File: src/rtl/core/cacu_pkg.sv
// Package for the continuous cellular automaton cell update engine.
// Holds sizes, fixed-point rule constants, FSM state type and the
// controller/datapath command and status structs. No dependencies.
`timescale 1ns / 1ps

package cacu_pkg;

	localparam int MAX_WIDTH  = 128;
	localparam int MAX_HEIGHT = 128;

	localparam int XW     = $clog2(MAX_WIDTH);
	localparam int YW     = $clog2(MAX_HEIGHT);
	localparam int ADDR_W = 1 + YW + XW;
	localparam int DEPTH  = 2 * MAX_WIDTH * MAX_HEIGHT;

	localparam int VAL_W  = 15;
	localparam int SIZE_W = 8;
	localparam int CFG_INDEX_W = 1;
	localparam int CW     = 14;

	// Register indexes of the configuration port
	localparam logic [CFG_INDEX_W-1:0] REG_FRAME_WIDTH  = 1'd0;
	localparam logic [CFG_INDEX_W-1:0] REG_FRAME_HEIGHT = 1'd1;

	// Q14 constants, 1.0 = 16384
	localparam logic [VAL_W-1:0] ONE_Q   = 15'd16384;
	localparam logic [CW-1:0]    C_PUSH  = 14'd2949;
	localparam logic [CW-1:0]    C_TENTH = 14'd1638;
	localparam logic [CW-1:0]    C_SEP   = 14'd164;
	localparam logic [CW-1:0]    C_LOW   = 14'd819;
	localparam logic [CW-1:0]    C_HIGH  = 14'd15565;
	localparam logic [CW-1:0]    C_NINE  = 14'd14746;

	localparam int NB_COUNT = 5;
	localparam int NB_CNT_W = $clog2(NB_COUNT + 1);

	typedef enum logic [0:0] {
		OP_LOAD = 1'b0,
		OP_STEP = 1'b1
	} op_t;

	typedef enum logic [2:0] {
		NB_CENTER = 3'd0,
		NB_LEFT   = 3'd1,
		NB_RIGHT  = 3'd2,
		NB_TOP    = 3'd3,
		NB_BOTTOM = 3'd4
	} nb_sel_t;

	typedef enum logic [2:0] {
		ST_IDLE,
		ST_FETCH,
		ST_CALC1,
		ST_CALC2,
		ST_CALC3,
		ST_FINISH
	} state_t;

	typedef struct packed {
		logic    accept;
		logic    rd_en;
		nb_sel_t rd_sel;
		logic    shift_en;
		logic    calc1;
		logic    calc2;
		logic    calc3;
		logic    finish;
	} ctrl_cmd_t;

	typedef struct packed {
		logic out_free;
	} dp_status_t;

endpackage

File: src/rtl/core/cacu_ctrl.sv
// Controller FSM of the cell update engine: sequences neighbor fetch,
// rule stages and result hand-off. Depends on cacu_pkg.
`timescale 1ns / 1ps

module cacu_ctrl (
	input  logic                clk,
	input  logic                arst_n,
	input  logic                in_valid,
	input  logic                operation,
	input  cacu_pkg::dp_status_t status,
	output cacu_pkg::ctrl_cmd_t  cmd,
	output logic                in_stall
);
	import cacu_pkg::*;

	state_t              state_q;
	state_t              state_nxt;
	logic [NB_CNT_W-1:0] fetch_cnt_q;
	logic                fetch_done;

	assign fetch_done = (fetch_cnt_q == NB_CNT_W'(NB_COUNT));

	always_ff @(posedge clk or negedge arst_n) begin
		if (!arst_n) begin
			state_q     <= ST_IDLE;
			fetch_cnt_q <= '0;
		end else begin
			state_q <= state_nxt;
			if (state_q == ST_FETCH && !fetch_done) begin
				fetch_cnt_q <= fetch_cnt_q + 1'b1;
			end else begin
				fetch_cnt_q <= '0;
			end
		end
	end

	always_comb begin
		state_nxt = state_q;
		case (state_q)
			ST_IDLE: begin
				if (in_valid) begin
					state_nxt = (op_t'(operation) == OP_STEP) ? ST_FETCH : ST_FINISH;
				end
			end
			ST_FETCH: begin
				if (fetch_done) begin
					state_nxt = ST_CALC1;
				end
			end
			ST_CALC1:  state_nxt = ST_CALC2;
			ST_CALC2:  state_nxt = ST_CALC3;
			ST_CALC3:  state_nxt = ST_FINISH;
			ST_FINISH: begin
				if (status.out_free) begin
					state_nxt = ST_IDLE;
				end
			end
			default:   state_nxt = ST_IDLE;
		endcase
	end

	always_comb begin
		cmd          = '0;
		cmd.rd_sel   = NB_CENTER;
		in_stall     = 1'b1;
		case (state_q)
			ST_IDLE: begin
				in_stall   = 1'b0;
				cmd.accept = in_valid;
			end
			ST_FETCH: begin
				// reads go out on counts 0..4, data shifts in on the following count
				cmd.rd_en    = !fetch_done;
				cmd.rd_sel   = nb_sel_t'(fetch_cnt_q);
				cmd.shift_en = (fetch_cnt_q != '0);
			end
			ST_CALC1:  cmd.calc1 = 1'b1;
			ST_CALC2:  cmd.calc2 = 1'b1;
			ST_CALC3:  cmd.calc3 = 1'b1;
			ST_FINISH: cmd.finish = status.out_free;
			default:   cmd = '0;
		endcase
	end

endmodule

File: config.mk
export PLATFORM = sky130hd
export DESIGN_NAME = cacu_ctrl
export DESIGN_NICKNAME = d
export VERILOG_FILES = /design/src/rtl/core/cacu_pkg.sv /design/src/rtl/core/cacu_ctrl.sv
export SDC_FILE = /design/constraint.sdc
export NUM_CORES = 1
export LEC_CHECK = 0
export BUFFER_PORTS_ARGS = -buffer_cell sky130_fd_sc_hd__buf_2
export CAP_MARGIN = 40
export CORE_AREA = 3 3 40 42
export DETAILED_ROUTE_END_ITERATION = 6
export DIE_AREA = 0 0 43 45
export PLACE_DENSITY = 0.51
export SYNTH_ARGS = -nofsm -noshare
export SYNTH_HDL_FRONTEND = slang
export SYNTH_SLANG_ARGS = --single-unit
export TNS_END_PERCENT = 1
File: constraint.sdc
create_clock -name clk -period 2 [get_ports clk]
set_input_delay 0.2 -clock clk [delete_from_list [all_inputs] [get_ports clk]]
set_output_delay 0.2 -clock clk [all_outputs]
set_load 0.05 [all_outputs]
# Yosys cells after proc, flatten, opt, wreduce, memory -nomap -nowiden
# Cells that the tools add are included.
[classes]
addsub = 1
n_eq_ne = 9
reduce_logical = 5
muxes = 13
[op_table]
columns = ["cell", "n"]
rows = [
  ["3-bit one-hot mux with 6 select lines", 1],
  ["3-bit 2-to-1 mux", 5],
  ["3-bit == test (second input constant)", 3],
  ["3-bit by 2-bit == test with 1-bit output (second input constant)", 2],
  ["1-bit 2-to-1 mux", 6],
  ["2-bit inequality test (second input constant)", 3],
  ["5-bit 2-to-1 mux", 1],
  ["3-bit by 1-bit adder with 3-bit output (second input constant)", 1],
  ["3-bit by 1-bit == test with 1-bit output (second input constant)", 1],
  ["3-bit logical NOT", 1],
  ["3-bit AND reduction", 1],
  ["3-bit nonzero test", 1],
  ["1-bit logical AND", 1],
  ["1-bit logical NOT", 1],
]
[totals]
inputBits = 5
regBits = 6
out_inout_bits = 11

# Depth between registers and ports, before layout
# Gate-level depths: netlist of the first run.
[depth]
ltp_word = 4
depth_mapped = 6
ltp_nobuf = 6

# Worst setup path before layout of the first run
# No wires, ideal clock.
[synth_path]
path_kind = "register to output"
startpoint = "register state_q[2]"
endpoint = "output port cmd[3] (netlist name)"
stages_incl_launch_ff = 3
arrival_time_ns = 1.666
t_required_ns = 1.800
path_slack_ns = 0.134
path_buffers = 1
path_cell_list = "dfrtp_1 buf_4 nor3b_1"
[synth_rtl]
columns = ["item", "line", "source"]
rows = [
  ["from (decl)", "cacu_ctrl.sv:16", "state_t state_q;"],
  ["from (signal assigned)", "cacu_ctrl.sv:28", "state_q <= state_nxt;"],
  ["to (decl)", "cacu_ctrl.sv:11", "output cacu_pkg::ctrl_cmd_t cmd,"],
]

==> results of run 1 <==
[final timing paths]
check                               startpoint              to  slack, ps  cells past startpoint
worst max register to register      state_q[1]      state_q[0]        800                      2
worst max-delay path                state_q[1]          cmd[4]        270                      3
worst min register to register  fetch_cnt_q[0]  fetch_cnt_q[0]        500                      1
worst min-delay path                  in_valid      state_q[0]        210                      2
min in group asynchronous               arst_n      state_q[1]        320                      2
max in group asynchronous               arst_n  fetch_cnt_q[0]       1530                      2
[routing by layer]
layer  track usage  routed length, um  vias up
li1              -                  -      185
met1         0.113                367      155
met2         0.129                349        5
met3        0.0438                 40        0
met4             0                  0        0
met5             0                  0        -
[cells by family (layout without fill, tap and decap cells)]
logic type,Yosys count,after routing
AOI/OAI and AO/OA,6,6
DFF,6,6
xor gates and xnor gates,1,1
and+or+nand+nor,22,22
adders and majority gates,3,3
buffers and inverters,7,24
[state kept, by name, indices dropped and copies added, names as in the netlist]
signal       flops
fetch_cnt_q      3
state_q          3
[worst max-delay path, stage by stage (launching register included)]
cell	delay (ps)
dfrtp_1	470
or3b_4	460
a21oi_2	100
buf_2	260
[cell usage after synthesis (all sizes together)]
cell type,count
a211o,1
a21oi,2
a22oi,1
and2,1
and2b,1
and3,2
and3b,1
buf,2
clkinv,1
dfrtp,6
ha,3
inv,4
nand2,2
nand2b,1
nand3,1
nor2,8
nor3b,2
o21bai,1
o22a,1
or2b,1
or3,1
or3b,1
xnor2,1
[power by group through the flow]
stage | Clock, mW | Sequential (mW) | Combinational (mW)
2_1_floorplan | 0 | 0.194 | 0.486
6_report | 0.103 | 0.224 | 0.548
3_5_place_dp | 0 | 0.227 | 0.553
4_1_cts | 0.110 | 0.225 | 0.556
3_3_place_gp | 0 | 0.226 | 0.555
5_1_grt | 0.120 | 0.233 | 0.590
[cell type report]
class	instances	area, sq um	area share
inverter	5	18.8	0.0358
tap	15	18.8	0.0358
timing repair buffer	16	85.1	0.162
multi-input combinational	32	229	0.437
clock buffer	3	22.5	0.0430
sequential	6	150	0.286
[per-stage QoR]
stage,std cells,hold WS [ps]
finish,77,214
global route,77,218
CTS,77,208
detailed placement,73,28.4
global placement,73,31.0
floorplan,45,-95.6
==> reports/results.txt, run 1 <==
Seq/Total Area, Yosys: 0.360
Clock Tree Buf Depth: 2
Cell Area, Placed: 492 sq um
Crit path launch type: flip-flop
Unrepaired setup endpoints after global routing: no
Mapped Area: 417 sq um
# IOs: 16
Setup slack after layout: 269 ps
Mux contribution to synthesized area: 0
Die width: 43 um
Setup crit end kind: primary output
Die ar.: 1940 sq um
Synth Area in Compound Gates: 0.111
Initial antenna violation count: 0
Post-synth net total: 53
Flops & latches, synth: 6
GRT Total Usage: 0.0839
Core footprint: 1280 sq um
Layout Nets: 72
Final hold vios: 0
Post-synth top area cell: dfrtp_1
Total power draw: 0.876 mW
CTS tree: done
Post-route cell area: 524 sq um
GRT overflow: 0
Combinational power share: 0.626
DP HPWL: 614 um
DRC: 0
Clock Latency Late Sink: 230 ps
Max Clk Rate: 0.578 GHz
Number of global-route vias before repair: 308
Worst EP arrival: 1530 ps
Clock Tree Root: clkbuf_4
Critical Path RT: 1800 ps
# setup viols final: 0
Commonest non-fill, non-tap cell in the layout: buf_2
Top cells by area, synth: dfrtp_1 (36%), ha_1 (9.0%), nor2_1 (7.2%)
CTS Buf Count: 3
Ys Warns: 0
Peak VDD IR: 538 uV
Mean routed wirelength per cell: 9.82 um
Status: finished, final reports clean
Area Overhead vs Synth: 25.8%
Tmin final: 1730 ps
Post-DRT Antenna Nets: 0
H-tree Lvls: 1
Tightest Pin Transition: 300 ps
WL final: 756 um
Cts repair resizes: 0
TNS Setup: 0 ps
Adder-cell share of the synthesized area: 0.0901
Clk sink count: 6
Crit share post-route: 0.865
Synth top area share: 0.360
P_leak: 0.284 nW
Min-Delay Path Class: in -> reg
Post-CTS Setup Bufs: 0
Seq pwr share: 0.256
Die Y: 45 um
Power per standard cell area: 1670 nW/um^2
Main combinational cell family by area after synthesis: simple AND/OR/NAND/NOR gates
Sw frac: 0.535
Clock share of power: 0.118
RD Place Congestion: 0.673
Final Max Slew Viols: 0
Number of port buffers: 15
Skew final: 2.55 ps
Syn_area_per_cell: 9.26 sq um
NetSw: 0.469 mW
# fillers: 141
Max_cap viols: 0
Most frequent cells in the layout: buf_2 (15), nor2_1 (8), dfrtp_1 (6)
Clock transition at path regs: 40 ps
CP Class: reg -> out
Slew margin rel.: 0.800
Largest net degree at the start of global routing: 12
Critical Path Fanout Max: 10
First-pass GRT wire length: 1250 um
Post-place setup slack: 525 ps
ANT cells: 0
XOR/XNOR Fraction of Synth Area: 0.0210
Core Rows: 13
Internal power: 0.407 mW
Hold-fix buffers, CTS: 1
Synth unique cells: 26
Fin util: 0.408
Simple-gate share of the synthesized area: 0.327
Total number of vias: 345
Vias per cell: 4.48
Mapped Cells: 45
Initial Util: 0.324
1st-pass router iterations: 2
1st-iter DRT viols: 5
Layout cell share with drive strength beyond 1: 0.387
(Power assumes the default switching activity.)
==> run 2, diff against run 1 <==
==> constraint.sdc (replaced) <==
create_clock -name clk -period 2 [get_ports clk]
set_input_delay 0.2 -clock clk [delete_from_list [all_inputs] [get_ports clk]]
set_output_delay 0.2 -clock clk [all_outputs]
set_load 0.01 [all_outputs]
==> run 2 against run 1 <==
Flip-flop and latch count is the same. Highest routed layer unchanged. Worst hold slack got worse by 6.2 ps. Critical path depth unchanged. Sequential share of layout area unchanged. Clock skew increased by 2.8 ps. Largest cell class unchanged.
==> reports/results.txt, run 2 (synthesis gave the netlist of run 1 again) <==
Status: finished, final reports clean
Number of global-route vias before repair: 308 (unchanged)
Min-Delay Path Class: in -> reg
Clock transition at path regs: 50 ps (about the same)
Die Y: 45 um (unchanged)
Setup crit end kind: primary output
Crit share post-route: 0.796 (-0.0697)
Peak VDD IR: 560 uV (+4.2%)
Worst EP arrival: 1390 ps (-140 ps)
Sw frac: 0.400 (-0.135)
Seq pwr share: 0.332 (+0.076)
Biggest regs: fetch_cnt_q (3), state_q (3)
DRC: 0 (unchanged)
Post-CTS Setup Bufs: 0 (unchanged)
Setup slack after layout: 409 ps (+139 ps)
Max_cap viols: 0 (unchanged)
TNS Setup: 0 ps (unchanged)
Die ar.: 1940 sq um (unchanged)
CTS Buf Count: 3 (unchanged)
Clock Tree Buf Depth: 2 (unchanged)
Internal power: 0.406 mW (-0.14%)
Post-place setup slack: 659 ps (+134 ps)
CP Class: reg -> out
Max Clk Rate: 0.628 GHz (+8.8%)
Clock share of power: 0.158 (+0.040)
Total number of vias: 348 (+0.87%)
1st-iter DRT viols: 6 (+1)
Core Rows: 13 (unchanged)
CTS tree: done
Initial Util: 0.324 (unchanged)
Layout Nets: 72 (unchanged)
Crit path launch type: flip-flop
Post-route cell area: 524 sq um (unchanged)
Mean routed wirelength per cell: 9.91 um (+0.93%)
Largest net degree at the start of global routing: 12 (unchanged)
# setup viols final: 0 (unchanged)
P_leak: 0.284 nW (unchanged)
Inst Count DP: 73 (unchanged)
WL final: 763 um (+0.93%)
Die width: 43 um (unchanged)
Post-layout instance count excluding filler cells: 77 (unchanged)
Critical Path RT: 1800 ps (about the same)
Layout cell share with drive strength beyond 1: 0.387 (unchanged)
GRT Total Usage: 0.0874 (+0.00350)
First-pass GRT wire length: 1260 um (+0.56%)
RD Place Congestion: 0.674 (+0.19%)
NetSw: 0.271 mW (-42%)
Commonest non-fill, non-tap cell in the layout: buf_2
Vias per cell: 4.52 (+0.87%)
Tightest Pin Transition: 284 ps (-16.4 ps)
Unrepaired setup endpoints after global routing: no
H-tree Lvls: 1 (unchanged)
Combinational power share: 0.510 (-0.116)
GRT overflow: 0 (unchanged)
Power per standard cell area: 1290 nW/um^2 (-23%)
Hold-fix buffers, CTS: 1 (unchanged)
Number of port buffers: 15 (unchanged)
Clock Latency Late Sink: 240 ps (about the same)
Most frequent cells in the layout: buf_2 (15), nor2_1 (8), dfrtp_1 (6)
Final Max Slew Viols: 0 (unchanged)
Slew margin rel.: 0.811 (+0.0109)
Cts repair resizes: 0 (unchanged)
Final hold vios: 0 (unchanged)
ANT cells: 0 (unchanged)
1st-pass router iterations: 4 (+2)
Clock Tree Root: clkbuf_4
Clk sink count: 6 (unchanged)
# IOs: 16 (unchanged)
Critical Path Fanout Max: 10 (unchanged)
Initial antenna violation count: 0 (unchanged)
Cell Area, Placed: 492 sq um (unchanged)
DP HPWL: 617 um (+0.64%)
Area Overhead vs Synth: 25.8% (unchanged)
Post-DRT Antenna Nets: 0 (unchanged)
Core footprint: 1280 sq um (unchanged)
Tmin final: 1590 ps (-139 ps)
Skew final: 5.39 ps (+2.84 ps)
-- run 2: area by class of cell --
type | instances | area (sq um)
fillers | 138 | 761
clock buffers | 3 | 22.5
flip-flops and latches | 6 | 150
repair buffers | 16 | 85.1
inverters | 5 | 18.8
multi-input cells | 32 | 229
well taps | 15 | 18.8
-- run 2: worst max-delay path, cell delays in order, from the launching register on --
cell     delay [ps]
dfrtp_1         470
or3b_4          450
a21oi_2         100
buf_2           130
-- run 2: worst paths after layout --
kind                                start  slack, ps             end  cells past startpoint
hold reg to reg            fetch_cnt_q[0]        500  fetch_cnt_q[0]                      1
min in group asynchronous          arst_n        310      state_q[1]                      2
max in group asynchronous          arst_n       1540  fetch_cnt_q[2]                      2
setup reg to reg           fetch_cnt_q[1]        790      state_q[0]                      6
hold / removal                   in_valid        210      state_q[0]                      2
setup / recovery               state_q[1]        410          cmd[4]                      3
-- run 2: metrics by stage --
| step | hold WS, ps | total power, mW | util |
|---|---|---|---|
| floorplan | -95.6 | 0.478 | - |
| global placement | 31.0 | 0.580 | 0.383 |
| detailed placement | 32.1 | 0.577 | 0.383 |
| CTS | 205 | 0.689 | 0.408 |
| global route | 210 | 0.745 | 0.408 |
| finish | 208 | 0.678 | 0.408 |
-- run 2: routing by layer --
layer  global-route usage  share of wire
met3               0.0478          0.059
met2                0.126           0.46
met5                    0              0
met4               0.0181              0
met1                0.116           0.48
-- run 2: power groups by stage --
stage          clock (mW)  combinational [mW]  sequential [mW]
2_1_floorplan           0               0.284            0.194
3_3_place_gp            0               0.354            0.226
3_5_place_dp            0               0.350            0.227
4_1_cts             0.111               0.354            0.224
5_1_grt             0.123               0.388            0.234
6_report            0.107               0.346            0.225
